==> src/design/scsf_pkg.sv <==
package scsf_pkg;

    localparam int unsigned WordWidth = 32;
    localparam int unsigned CfgIndexWidth = 1;

    typedef logic [WordWidth-1:0] word_t;

    typedef enum logic [2:0] {
        OP_INIT       = 3'd0,
        OP_SET_BACKUP = 3'd1,
        OP_STAGE      = 3'd2,
        OP_ACK        = 3'd3,
        OP_PUBLISHED  = 3'd4,
        OP_ABORT      = 3'd5,
        OP_HOLD       = 3'd6,
        OP_SAW        = 3'd7
    } op_t;

    typedef enum logic [2:0] {
        PH_IDLE   = 3'b001,
        PH_STAGED = 3'b010,
        PH_ACKED  = 3'b100
    } phase_t;

    // external phase codes
    localparam logic [1:0] PHASE_CODE_IDLE   = 2'd0;
    localparam logic [1:0] PHASE_CODE_STAGED = 2'd1;
    localparam logic [1:0] PHASE_CODE_ACKED  = 2'd2;

    localparam logic [CfgIndexWidth-1:0] REG_EPOCH_TERM = 1'd0;
    localparam logic [CfgIndexWidth-1:0] REG_START_SEQ  = 1'd1;

    localparam logic STATUS_OK       = 1'b0;
    localparam logic STATUS_REJECTED = 1'b1;

    typedef struct packed {
        logic       status;
        word_t      stage_no;
        word_t      pub_no;
        logic [1:0] phase;
        logic       unsynced;
        logic       owed;
        word_t      owed_term;
        word_t      owed_seq;
        word_t      staged_total;
        word_t      acked_total;
        word_t      published_total;
        word_t      unsynced_total;
    } result_t;

    function automatic logic [1:0] phase_code(input phase_t ph);
        logic [1:0] code;
        unique case (ph)
            PH_IDLE:   code = PHASE_CODE_IDLE;
            PH_STAGED: code = PHASE_CODE_STAGED;
            PH_ACKED:  code = PHASE_CODE_ACKED;
            default:   code = PHASE_CODE_IDLE;
        endcase
        return code;
    endfunction

endpackage

==> src/design/staged_commit_sync_fsm.sv <==
// staged_commit_sync_fsm: primary/backup staging controller
//
// input channel (in_valid/in_ready) carries one event word: op, term_in,
// seq_in and backup_flag. each accepted event yields exactly one result word
// on the output channel (out_valid/out_ready): status, staged and published
// sequences, phase, hold state and the four wrapping event counters.
// the event is decoded against the controller state in the cycle it is accepted,
// and the state and the result register update together at that edge.
// throughput is one event per cycle while the receiver keeps up; the only limit is
// the single result register.
// when the receiver stalls the result register holds its word and in_ready
// drops until the word is taken; in the cycle it is taken a new event may be
// accepted at the same time.
// configuration: cfg_we with cfg_index (0 epoch_term, 1 start_seq) and
// cfg_data writes a register at that edge; epoch_term is compared live by ack
// events, start_seq is loaded by init.
// reset (rst_n low, asynchronous) empties the result register and returns the
// controller to idle with next sequence 1 and all counters and registers 0.
module staged_commit_sync_fsm
    import scsf_pkg::*;
(
    input  logic                     clk,
    input  logic                     rst_n,

    input  logic                     cfg_we,
    input  logic [CfgIndexWidth-1:0] cfg_index,
    input  logic [WordWidth-1:0]     cfg_data,

    input  logic                     in_valid,
    output logic                     in_ready,
    input  logic [2:0]               op,
    input  logic [WordWidth-1:0]     term_in,
    input  logic [WordWidth-1:0]     seq_in,
    input  logic                     backup_flag,

    output logic                     out_valid,
    input  logic                     out_ready,
    output logic                     status,
    output logic [WordWidth-1:0]     staged_seq_out,
    output logic [WordWidth-1:0]     published_seq_out,
    output logic [1:0]               phase,
    output logic                     unsynced,
    output logic                     owed,
    output logic [WordWidth-1:0]     owed_term,
    output logic [WordWidth-1:0]     owed_seq,
    output logic [WordWidth-1:0]     staged_total,
    output logic [WordWidth-1:0]     acked_total,
    output logic [WordWidth-1:0]     published_total,
    output logic [WordWidth-1:0]     unsynced_total
);

    word_t   epoch_term_reg;
    word_t   start_seq_reg;

    phase_t  phase_reg, phase_next;
    logic    backup_reg, backup_next;
    word_t   seq_ctr_reg, seq_ctr_next;
    word_t   stage_no_reg, stage_no_next;
    word_t   pub_no_reg, pub_no_next;
    logic    unsynced_reg, unsynced_next;
    word_t   staged_count_reg, staged_count_next;
    word_t   acked_count_reg, acked_count_next;
    word_t   published_count_reg, published_count_next;
    word_t   unsynced_count_reg, unsynced_count_next;
    logic    owed_reg, owed_next;
    word_t   held_term_reg, held_term_next;
    word_t   held_seq_reg, held_seq_next;
    logic    reject;

    logic    out_valid_reg;
    result_t result_reg, result_next;

    logic    in_fire;
    op_t     op_dec;

    assign in_ready = !out_valid_reg || out_ready;
    assign in_fire  = in_valid && in_ready;
    assign op_dec   = op_t'(op);

    // configuration registers
    always_ff @(posedge clk or negedge rst_n)
    begin
        if (!rst_n)
        begin
            epoch_term_reg <= '0;
            start_seq_reg  <= '0;
        end
        else if (cfg_we)
        begin
            unique case (cfg_index)
                REG_EPOCH_TERM: epoch_term_reg <= cfg_data;
                REG_START_SEQ:  start_seq_reg  <= cfg_data;
                default:        ;
            endcase
        end
    end

    // event decode
    always_comb
    begin
        phase_next           = phase_reg;
        backup_next          = backup_reg;
        seq_ctr_next         = seq_ctr_reg;
        stage_no_next        = stage_no_reg;
        pub_no_next          = pub_no_reg;
        unsynced_next        = unsynced_reg;
        staged_count_next    = staged_count_reg;
        acked_count_next     = acked_count_reg;
        published_count_next = published_count_reg;
        unsynced_count_next  = unsynced_count_reg;
        owed_next            = owed_reg;
        held_term_next       = held_term_reg;
        held_seq_next        = held_seq_reg;
        reject               = STATUS_OK;

        unique case (op_dec)
            OP_INIT:
            begin
                phase_next           = PH_IDLE;
                backup_next          = 1'b0;
                stage_no_next        = '0;
                pub_no_next          = start_seq_reg;
                seq_ctr_next         = start_seq_reg + word_t'(1);
                unsynced_next        = 1'b0;
                staged_count_next    = '0;
                acked_count_next     = '0;
                published_count_next = '0;
                unsynced_count_next  = '0;
                owed_next            = 1'b0;
                held_term_next       = '0;
                held_seq_next        = '0;
            end
            OP_SET_BACKUP:
            begin
                backup_next = backup_flag;
            end
            OP_STAGE:
            begin
                if (phase_reg != PH_IDLE)
                begin
                    reject = STATUS_REJECTED;
                end
                else
                begin
                    stage_no_next     = seq_ctr_reg;
                    seq_ctr_next      = seq_ctr_reg + word_t'(1);
                    staged_count_next = staged_count_reg + word_t'(1);
                    if (backup_reg)
                    begin
                        phase_next    = PH_STAGED;
                        unsynced_next = 1'b0;
                    end
                    else
                    begin
                        // no backup to wait for: publishable at once
                        phase_next          = PH_ACKED;
                        unsynced_next       = 1'b1;
                        unsynced_count_next = unsynced_count_reg + word_t'(1);
                    end
                end
            end
            OP_ACK:
            begin
                if (phase_reg != PH_STAGED || term_in != epoch_term_reg
                    || seq_in != stage_no_reg)
                begin
                    reject = STATUS_REJECTED;
                end
                else
                begin
                    phase_next       = PH_ACKED;
                    acked_count_next = acked_count_reg + word_t'(1);
                end
            end
            OP_PUBLISHED:
            begin
                if (phase_reg != PH_ACKED)
                begin
                    reject = STATUS_REJECTED;
                end
                else
                begin
                    pub_no_next          = stage_no_reg;
                    phase_next           = PH_IDLE;
                    unsynced_next        = 1'b0;
                    published_count_next = published_count_reg + word_t'(1);
                end
            end
            OP_ABORT:
            begin
                if (phase_reg == PH_IDLE)
                begin
                    reject = STATUS_REJECTED;
                end
                else
                begin
                    phase_next    = PH_IDLE;
                    unsynced_next = 1'b0;
                end
            end
            OP_HOLD:
            begin
                owed_next      = 1'b1;
                held_term_next = term_in;
                held_seq_next  = seq_in;
            end
            OP_SAW:
            begin
                // release once the seen term/seq epoch reaches the held one
                if (owed_reg && (term_in > held_term_reg
                    || (term_in == held_term_reg && seq_in >= held_seq_reg)))
                begin
                    owed_next = 1'b0;
                end
            end
            default:
            begin
                reject = STATUS_REJECTED;
            end
        endcase
    end

    always_comb
    begin
        result_next.status          = reject;
        result_next.stage_no        = stage_no_next;
        result_next.pub_no          = pub_no_next;
        result_next.phase           = phase_code(phase_next);
        result_next.unsynced        = unsynced_next;
        result_next.owed            = owed_next;
        result_next.owed_term       = owed_next ? held_term_next : '0;
        result_next.owed_seq        = owed_next ? held_seq_next : '0;
        result_next.staged_total    = staged_count_next;
        result_next.acked_total     = acked_count_next;
        result_next.published_total = published_count_next;
        result_next.unsynced_total  = unsynced_count_next;
    end

    // controller state
    always_ff @(posedge clk or negedge rst_n)
    begin
        if (!rst_n)
        begin
            phase_reg           <= PH_IDLE;
            backup_reg          <= 1'b0;
            seq_ctr_reg         <= word_t'(1);
            stage_no_reg        <= '0;
            pub_no_reg          <= '0;
            unsynced_reg        <= 1'b0;
            staged_count_reg    <= '0;
            acked_count_reg     <= '0;
            published_count_reg <= '0;
            unsynced_count_reg  <= '0;
            owed_reg            <= 1'b0;
            held_term_reg       <= '0;
            held_seq_reg        <= '0;
        end
        else if (in_fire)
        begin
            phase_reg           <= phase_next;
            backup_reg          <= backup_next;
            seq_ctr_reg         <= seq_ctr_next;
            stage_no_reg        <= stage_no_next;
            pub_no_reg          <= pub_no_next;
            unsynced_reg        <= unsynced_next;
            staged_count_reg    <= staged_count_next;
            acked_count_reg     <= acked_count_next;
            published_count_reg <= published_count_next;
            unsynced_count_reg  <= unsynced_count_next;
            owed_reg            <= owed_next;
            held_term_reg       <= held_term_next;
            held_seq_reg        <= held_seq_next;
        end
    end

    // result register
    always_ff @(posedge clk or negedge rst_n)
    begin
        if (!rst_n)
        begin
            out_valid_reg <= 1'b0;
        end
        else if (in_fire)
        begin
            out_valid_reg <= 1'b1;
        end
        else if (out_ready)
        begin
            out_valid_reg <= 1'b0;
        end
    end

    always_ff @(posedge clk)
    begin
        if (in_fire)
        begin
            result_reg <= result_next;
        end
    end

    assign out_valid         = out_valid_reg;
    assign status            = result_reg.status;
    assign staged_seq_out    = result_reg.stage_no;
    assign published_seq_out = result_reg.pub_no;
    assign phase             = result_reg.phase;
    assign unsynced          = result_reg.unsynced;
    assign owed              = result_reg.owed;
    assign owed_term         = result_reg.owed_term;
    assign owed_seq          = result_reg.owed_seq;
    assign staged_total      = result_reg.staged_total;
    assign acked_total       = result_reg.acked_total;
    assign published_total   = result_reg.published_total;
    assign unsynced_total    = result_reg.unsynced_total;

    // an unsynced change is always publishable
    a_unsynced_acked: assert property (@(posedge clk) disable iff (!rst_n)
        unsynced_reg |-> phase_reg == PH_ACKED)
        else $error("unsynced flag set outside the acked phase");

    // sequence numbers move only on init or an accepted stage
    a_seq_no_rewind: assert property (@(posedge clk) disable iff (!rst_n)
        (in_fire && op_dec != OP_INIT && !(op_dec == OP_STAGE && phase_reg == PH_IDLE))
        |=> $stable(seq_ctr_reg))
        else $error("next sequence changed without a stage or init");

    a_stage_counts: assert property (@(posedge clk) disable iff (!rst_n)
        (in_fire && op_dec == OP_STAGE && phase_reg == PH_IDLE)
        |=> staged_count_reg == $past(staged_count_reg) + word_t'(1))
        else $error("accepted stage not counted");

    a_owed_clear: assert property (@(posedge clk) disable iff (!rst_n)
        (out_valid_reg && !result_reg.owed)
        |-> (result_reg.owed_term == '0 && result_reg.owed_seq == '0))
        else $error("hold fields reported without a pending hold");

    // a stalled result is never overwritten
    a_result_kept: assert property (@(posedge clk) disable iff (!rst_n)
        (out_valid_reg && !out_ready) |=> (out_valid_reg && $stable(result_reg)))
        else $error("stalled result lost");

endmodule

==> config.mk <==
export PLATFORM = sky130hd
export DESIGN_NAME = staged_commit_sync_fsm
export DESIGN_NICKNAME = d
export VERILOG_FILES = /design/src/design/scsf_pkg.sv /design/src/design/staged_commit_sync_fsm.sv
export SDC_FILE = /design/constraint.sdc
export NUM_CORES = 1
export LEC_CHECK = 0
export BUFFER_PORTS_ARGS = -buffer_cell sky130_fd_sc_hd__buf_2
export CAP_MARGIN = 20
export CELL_PAD_IN_SITES_DETAIL_PLACEMENT = 1
export CELL_PAD_IN_SITES_GLOBAL_PLACEMENT = 2
export CORE_MARGIN = 5
export CORE_UTILIZATION = 42
export CTS_BUF_LIST = sky130_fd_sc_hd__clkbuf_8
export CTS_CLUSTER_DIAMETER = 60
export DETAILED_ROUTE_END_ITERATION = 8
export GPL_TIMING_DRIVEN = 0
export HOLD_SLACK_MARGIN = 0.15
export PLACE_DENSITY = 0.89
export SETUP_SLACK_MARGIN = 0.4
export SLEW_MARGIN = 20
export SYNTH_ARGS = -nofsm -noshare
export SYNTH_HDL_FRONTEND = slang
export SYNTH_SLANG_ARGS = --single-unit
==> constraint.sdc <==
create_clock -name clk -period 16.8 [get_ports clk]
set_input_delay 0.84 -clock clk [delete_from_list [all_inputs] [get_ports clk]]
set_output_delay 0.84 -clock clk [all_outputs]
set_load 0.05 [all_outputs]
Word level (Yosys, flattened, before mapping) --
Index checks and enable logic that the tools add are counted.
Word-level totals: flip-flop bits (word level) 620, bits of input ports 106, logic and storage cells 109
Cells by class: add/subtract/negate cells 6, order comparisons 2, eq/ne operators 17, mux-type cells 39, bitwise logic cells 1, reductions and logical operators 16
Operators with widths (count):
- 32-bit case mux with 2 select lines | 9
- 32-bit 2-to-1 mux | 8
- 32-bit by 1-bit adder with 32-bit output (second input constant) | 6
- 32-bit inequality test | 2
- 32-bit equality test | 1
- 32-bit >= comparator | 1
- 32-bit greater-than comparator | 1
- 3-bit equality test (second input constant) | 5
- 3-bit 2-to-1 mux | 5
- 3-bit case mux with 5 select lines | 1
- 1-bit 2-to-1 mux | 11
- 3-bit by 2-bit equality test with 1-bit output (second input constant) | 3
- 1-bit case mux with 4 select lines | 2
- 3-bit by 1-bit equality test with 1-bit output (second input constant) | 2
- 2-bit AND reduction | 3
- 2-bit nonzero test | 3
- 1-bit logical OR | 4
- 2-bit case mux with 2 select lines | 1
- 1-bit logical AND | 3
- 3-bit zero test | 1
- 3-bit by 1-bit inequality test with 1-bit output (second input constant) | 1
- 3-bit by 2-bit inequality test with 1-bit output (second input constant) | 1
- 3-bit inequality test (second input constant) | 1
- 1-bit case mux with 3 select lines | 1
- 5 further kinds | 5

Longest topological paths before layout --
Gate-level depths: netlist of run 1.
word-level depth 7, depth in mapped cells 12, gate-level depth less buffers 11

Least setup slack after synthesis of run 1 --
No wires, ideal clock.
kind input -> register, start input port out_ready, end register result_reg, in the netlist acked_total[0], enable pin, library setup time 0.727 ns, data arrival time 9.120 ns, slack 6.953 ns, cell stages on the path 5, path buffers 2, cell sequence nand2b_1 nand2_1 inv_2 clkbuf_1 clkbuf_1
On the way: cells in the longest elaborated chain, start to end 2
RTL lines:
- from (decl) | RTL line staged_commit_sync_fsm.sv:37 | input logic out_ready,
- 1-bit logical OR | RTL line staged_commit_sync_fsm.sv:76 | assign in_ready = !out_valid_reg || out_ready;
- 1-bit logical AND | RTL line staged_commit_sync_fsm.sv:77 | assign in_fire = in_valid && in_ready;
- via in_fire | RTL line staged_commit_sync_fsm.sv:73 | logic in_fire;
- to (signal assigned) | RTL line staged_commit_sync_fsm.sv:297 | result_reg <= result_next;
- to (decl) | RTL line staged_commit_sync_fsm.sv:71 | result_t result_reg, result_next;
The timed path passes the listed nets, and every way through them passes these cells. A chain may end at the register's enable or synchronous reset.

Worst setup path in the final report of run 1 --
start input port op[1], end register seq_ctr_reg[24]
On the way: cells in the longest elaborated chain, start to end 3, elaborated cells on any way between the ends 6, classes of those cells eq/ne (2); mux (1); reduce/logical (3)
RTL lines:
- from (decl) | RTL line staged_commit_sync_fsm.sv:31 | input logic [2:0] op,
- 3-bit by 2-bit equality test with 1-bit output or 3-bit zero test (tied branches) | RTL line staged_commit_sync_fsm.sv:116 | unique case (op_dec)
- 2-bit inequality test (no source line) or 2-bit nonzero test (tied branches)
- 3-bit AND reduction (no source line)
- to (signal assigned) | RTL line staged_commit_sync_fsm.sv:246 | seq_ctr_reg <= word_t'(1);
- to (signal assigned) | RTL line staged_commit_sync_fsm.sv:262 | seq_ctr_reg <= seq_ctr_next;
- to (decl) | RTL line staged_commit_sync_fsm.sv:57 | word_t seq_ctr_reg, seq_ctr_next;
Several ways; a longest one is shown, not always the timed one.

==> metrics.yaml, run 1 <==
post_cts_buffers: 0
synth_cells: 2981
rsz0062_at_grt: "false"
outcome: "finished clean"
worst_slew_pin_slew_ps: 1132
h-tree-depth: 3
num_vias: 27097
avgSynthCellArea_sq_um: 10.39
nNetsFinal: 3643
synth_largest_area_cell: "dfrtp_1"
grt_overflow_total: 0
utilization_pct: 49.95
multi_input_comb_area_sq_um: 12960
cts_buffers: 109
regArea_sq_um: 16820
dp.cells: 4315
min-delay-start: "in_valid"
die_w_um: 281.6
syn-num-nets: 3156
ff2ff_setup_slack_ps: 12510
fin_skew_ps: 24.50
yosysMostFrequentCell: "nand2_1"
clock_path_buffers: 3
fin_crit_ps: 4490
drt-vias-per-instance: 5.978
p_leak_nw: 15.85
async_flop_share_pct: 57.90
ir_drop_mv: 0.07940
antenna_found_initial: 9
reg2reg_depth: 11
startpoint_type: "input port"
syn_area_sq_um: 30970
holdWs_ps: 310.2
start_util_pct: 42.38
worst_hold_path.endpoint: "out_valid$_DFFE_PN0P_"
synth-edff-count: 261
yosys_warnings: 0
setup_viol: 0
cts.sinks: 620
antenna_left: 0
path_clk_slew_ps: 60
endpoint_kind: "flop"
cp.depth: 12
crit_required_ps: 17400
fmax_ghz: 0.2227
synth_seq_cells: 620
synthFlopType: "dfrtp_1"
io_pins: 369
grt_start_max_net_pins: 88
cp_data_arrival_time_ps: 5090
first_pass_iters: 8
crit_buf_inv: 2
routed_wl_mm: 123.0
grt_usage_pct: 29.96
finalHoldViolCount: 0
coreArea_sq_um: 73080
path_cells: "buf_4 > nor3b_2 > mux2i_1 > inv_1 > ha_1 > nand3_1 > or4b_2 > a221o_1 > nor2_1 > nand2_1 > a2111oi_0 > nor3_1"
cpMaxStageDelayCell: "nor3b_2"
synth.distinct_cells: 79
root_buffer: "clkbuf_8"
worst_slack_ps: 12310
hold_class: "in -> reg"
grt_pass1_wl_mm: 180.0
drc: 0
drive_above_1_share_pct: 18.58
r2r_end: "owed_term[17]$_SDFFCE_PN0P_"
dp_slack_ps: 11800
cts_tree: "done"
drtIter0Drc: 2405
crit_fanout: 10
r2r-start: "held_term_reg[14]$_DFFE_PN0P_"
die_area_sq_um: 79270
dp.final_hpwl_mm: 91.72
synthTopCellsByCount: "nand2_1, dfrtp_1, edfxtp_1"
fill_cells: 8280
slowest_delay_ps: 890
fp-row-count: 99
slew_headroom_pct: 24.04
hold_path_depth: 2
gp_congestion: 0.9485
period_share_pct: 26.73
maxCapViolations: 0
grt_pass1_vias: 28205
power-per-cell-area_nw_per_um2: 114.6
setup_tns_ps: 0
wire_per_inst_um: 27.13
ys_seq_area_share_pct: 54.32
crit_type: "in -> reg"
drv_slew: 0
synth_area_leaders: "dfrtp_1, edfxtp_1, nand2_1"
clk_latency_ps: 740
fin_cells: 4533
io_buffers: 365
synth_top_area_share_pct: 28.84
cpLargestDelayFamily: "simple AND/OR/NAND/NOR gates"
die-height_um: 281.6
area_growth_syn_to_layout_pct: 17.87
[worst reg2reg max path, delay by kind of cell, from the launching register on]
| kind | cells | cell delay, ps |
|---|---|---|
| flops | 1 | 390 |
| compound gates | 3 | 1010 |
| simple gates | 4 | 1210 |
| buf+inv | 3 | 1100 |
| fa+ha+maj | 1 | 290 |
[layout make-up]
class                   instances  area share (%)
diodes                         11         0.07540
multi-input cells            2048           35.50
well taps                     959           3.287
clock buffers                 119           4.486
flip-flops and latches        620           46.08
repair buffers                376           5.696
clock inverters                87           1.539
plain buffers                 184           2.005
inverters                     129           1.326
[repair_timing]
item                      in CTS  in global routing
hold endpoints to repair      55                  0
hold buffers                   1                  0
resized for setup              0                  0
[cell families (layout without fill, tap and decap cells)]
kind of cell	Yosys count	count (layout)	synth area share (%)
multiplexers	121	121	4.274
other	0	11	0
flip-flops	620	620	54.32
AO/OA/AOI/OAI	664	664	14.64
adder cells (fa/ha/maj)	69	69	2.787
buffers and inverters	313	895	3.906
AND/OR/NAND/NOR	1039	1039	15.69
XOR/XNOR	155	155	4.383
[cell usage in the layout, fill, tap and decap left out, types with 54 or more instances in the layout]
cell type | Yosys | layout
xor2_1 | 101 | 101
clkbuf_8 | 0 | 119
clkbuf_1 | 151 | 148
edfxtp_1 | 261 | 261
o31ai_1 | 57 | 57
nand2_1 | 399 | 399
a21oi_1 | 89 | 89
a22o_1 | 105 | 105
xnor2_1 | 54 | 54
dfrtp_1 | 357 | 357
nor3_1 | 57 | 55
o21ai_0 | 190 | 190
a22oi_1 | 80 | 80
nor2_1 | 256 | 254
ha_1 | 69 | 69
nand3_1 | 109 | 109
buf_2 | 7 | 371
inv_1 | 128 | 169
mux2_2 | 80 | 80
nand4_1 | 57 | 57
[per-stage QoR]
| stage | instance area [sq um] | total power, W |
|---|---|---|
| 2_1_floorplan | 30970 | 0.002438 |
| 5_1_grt | 36500 | 0.004351 |
| 3_5_place_dp | 34260 | 0.002768 |
| 4_1_cts | 36470 | 0.004196 |
| 6_report | 36510 | 0.004182 |
| 3_3_place_gp | 34000 | 0.002737 |
[how the worst max path moves through the flow]
stage,from,end,slack [ps]
after floorplan,out_ready,acked_total[0]$_DFFE_PP_,6950
after global placement,out_ready,staged_total[21]$_DFFE_PP_,3730
after detailed placement,op[1],seq_ctr_reg[24]$_DFFE_PN0P_,11800
after CTS,op[1],seq_ctr_reg[24]$_DFFE_PN0P_,12540
after global routing,op[1],seq_ctr_reg[24]$_DFFE_PN0P_,12200
final,op[1],seq_ctr_reg[24]$_DFFE_PN0P_,12310
[layer usage]
| layer | up-vias | GRT usage, % | routed length (um) |
|---|---|---|---|
| li1 | 11832 | - | - |
| met1 | 13913 | 37.96 | 49400 |
| met2 | 1086 | 51.49 | 60630 |
| met3 | 264 | 4.894 | 7809 |
| met4 | 2 | 12.19 | 5101 |
| met5 | - | 0 | 13 |
[power breakdown]
group	internal, W	total [W]	switching, W
Combinational	0.000251	0.000820	0.000569
Sequential	0.00176	0.00194	0.000175
Clock	0.000749	0.00142	0.000676
Total	0.00276	0.00418	0.00142
Power figures use the tool's default switching activity.
==> run 2, diff against run 1 <==
--- a/config.mk
+++ b/config.mk
@@ -10,13 +10,13 @@
 export CELL_PAD_IN_SITES_DETAIL_PLACEMENT = 1
 export CELL_PAD_IN_SITES_GLOBAL_PLACEMENT = 2
 export CORE_MARGIN = 5
-export CORE_UTILIZATION = 42
+export CORE_UTILIZATION = 39
 export CTS_BUF_LIST = sky130_fd_sc_hd__clkbuf_8
 export CTS_CLUSTER_DIAMETER = 60
 export DETAILED_ROUTE_END_ITERATION = 8
 export GPL_TIMING_DRIVEN = 0
 export HOLD_SLACK_MARGIN = 0.15
-export PLACE_DENSITY = 0.89
+export PLACE_DENSITY = 0.84
 export SETUP_SLACK_MARGIN = 0.4
 export SLEW_MARGIN = 20
 export SYNTH_ARGS = -nofsm -noshare
==> constraint.sdc (replaced) <==
create_clock -name clk -period 4.4 [get_ports clk]
set_input_delay 0.22 -clock clk [delete_from_list [all_inputs] [get_ports clk]]
set_output_delay 0.22 -clock clk [all_outputs]
set_load 0.05 [all_outputs]
==> run 2 against run 1 <==
Wire length rose by 3.1%. Clock skew rose by 19 ps. Non-clock buffer count rose by 106. Largest cell class unchanged.
==> metrics.yaml, run 2 (synthesis results as in run 1) <==
slew_headroom_pct: 26.47  # was 24.04%
power-per-cell-area_nw_per_um2: 434.9  # was 114.6 nW/um^2
grt_overflow_total: 0  # unchanged
crit_required_ps: 4970  # was 17,400 ps
cp_data_arrival_time_ps: 4450  # was 5090 ps
grt_start_max_net_pins: 138  # was 88
worst_slew_pin_slew_ps: 1103  # was 1132 ps
start_util_pct: 39.27  # was 42.38%
first_pass_iters: 6  # was 8
endpoint_kind: "flop"  # unchanged
wire_per_inst_um: 26.80  # was 27.13 um
die_w_um: 291.8  # was 281.6 um
root_buffer: "clkbuf_8"  # unchanged
final_common_cell: "nand2_1"  # unchanged
nNetsFinal: 3750  # was 3,643
num_vias: 27577  # was 27,097
finalHoldViolCount: 0  # unchanged
drc: 0  # unchanged
cts_buffers: 110  # was 109
cts_tree: "done"  # unchanged
die-height_um: 291.8  # was 281.6 um
fin_crit_ps: 3879
routed_wl_mm: 126.7  # was 123.0 mm
holdWs_ps: 268.8  # was 310.2 ps
gp_congestion: 0.9387  # was 0.9485
rsz0062_at_grt: "false"  # unchanged
antenna_found_initial: 8  # was 9
crit_fanout: 9  # was 10
io_pins: 369  # unchanged
grt_pass1_wl_mm: 185.7  # was 180.0 mm
grt_usage_pct: 28.52  # was 29.96%
fin_cells: 4728  # was 4,533
layout.cells.most_common_list: "nand2_1, buf_2, dfrtp_1, edfxtp_1, nor2_1"  # unchanged
startpoint_type: "input port"  # unchanged
antenna_left: 0  # unchanged
hold_class: "in -> reg"  # unchanged
dpl_cell_area_sq_um: 34300  # was 34,260 sq um
dp.final_hpwl_mm: 91.19  # was 91.72 mm
cts.sinks: 620  # unchanged
post_cts_buffers: 0  # unchanged
crit_type: "in -> reg"  # unchanged
drtIter0Drc: 2438  # was 2,405
fmax_ghz: 0.2578
fill_cells: 8897  # was 8,280
drive_above_1_share_pct: 18.21  # was 18.58%
outcome: "finished clean"  # unchanged
ir_drop_mv: 0.3107  # was 0.07940 mV
h-tree-depth: 3  # unchanged
clock_path_buffers: 3  # unchanged
utilization_pct: 48.00  # was 49.95%
grt_pass1_vias: 29023  # was 28,205
design_area_sq_um: 37860  # was 36,510 sq um
clk_latency_ps: 750  # was 740 ps
die_area_sq_um: 85150  # was 79,270 sq um
drt-vias-per-instance: 5.833  # was 5.978
fin_skew_ps: 43.27  # was 24.50 ps
maxCapViolations: 0  # unchanged
p_leak_nw: 16.38  # was 15.85 nW
dp.cells: 4402  # was 4,315
path_clk_slew_ps: 60  # about the same
drv_slew: 0  # unchanged
setup_viol: 0  # unchanged
fp-row-count: 103  # was 99
setup_tns_ps: 0  # unchanged
period_share_pct: 88.16
area_growth_syn_to_layout_pct: 22.23  # was 17.87%
coreArea_sq_um: 78870  # was 73,080 sq um
io_buffers: 365  # unchanged
==> run 2: cell types whose count changed in the layout (fill, tap and decap cells not counted), sizes merged <==
| cell | previous run | this run |
|---|---|---|
| clkdlybuf4s15 | 0 | 1 |
| clkinvlp | 5 | 2 |
| buf | 408 | 406 |
| inv | 172 | 166 |
| diode | 11 | 5 |
| bufinv | 6 | 11 |
| dlygate4sd3 | 1 | 110 |
| clkinv | 33 | 39 |
==> run 2: per-stage QoR <==
stage	worst slack, ps	power [W]
global route	398.1	0.01713
CTS	408.3	0.01647
floorplan	1125	0.009268
detailed placement	-44.63	0.01054
global placement	-4547	0.01039
finish	520.9	0.01646
==> run 2: final cells by class <==
cell class / instances / area, sq um / share of cell area, %
Clock inverter: 89 / 710.7 / 1.877
Tap cell: 1050 / 1314 / 3.470
Sequential cell: 620 / 16820 / 44.44
Clock buffer: 121 / 1665 / 4.399
Antenna cell: 5 / 12.51 / 0.03305
Inverter: 129 / 484.2 / 1.279
Multi-Input combinational cell: 2048 / 12980 / 34.29
Buffer: 184 / 762.0 / 2.013
Timing Repair Buffer: 482 / 3103 / 8.196
==> run 2: timing repair <==
action	CTS	global route
hold buffers	111	0
hold endpoints to repair	464	0
resized for setup	5	15
setup endpoints to repair	66	74
==> run 2: critical path: stages <==
cell       delay (ps)
buf_2             190
nor3b_2           790
mux2i_1           370
inv_1             130
ha_1              320
nand3_1           120
or4b_2            680
a221o_1           510
nor2_1            390
nand2_1           200
a2111oi_0         400
nor3_1            120
==> run 2: worst paths after layout <==
path	startpoint	end	slack, ps	cells past startpoint
worst min-delay path	op[2]	staged_count_reg[5]$_DFFE_PN0P_	270	5
min in group asynchronous	rst_n	unsynced_count_reg[30]$_DFFE_PN0P_	640	4
worst max register to register	phase_reg[0]$_DFFE_PN1P_	seq_ctr_reg[27]$_DFFE_PN0P_	530	7
worst min register to register	pub_no_reg[29]$_DFFE_PN0P_	pub_no_reg[29]$_DFFE_PN0P_	490	2
worst max-delay path	op[0]	seq_ctr_reg[24]$_DFFE_PN0P_	520	12
max in group asynchronous	rst_n	held_term_reg[24]$_DFFE_PN0P_	2790	5
==> run 2: metal layers <==
layer / vias up / global-route usage, % / wire (um)
met1: 14140 / 35.62 / 50900
met3: 272 / 5.088 / 8097
li1: 12061 / - / -
met4: 0 / 11.49 / 5202
met2: 1104 / 49.25 / 62520
met5: - / 0 / 0
==> run 2: power by group <==
part	switching (W)	total, W	internal, W
clock	0.00265	0.00586	0.00321
sequential	0.000653	0.00739	0.00673
combinational	0.00220	0.00322	0.00102
total	0.00551	0.0165	0.0110
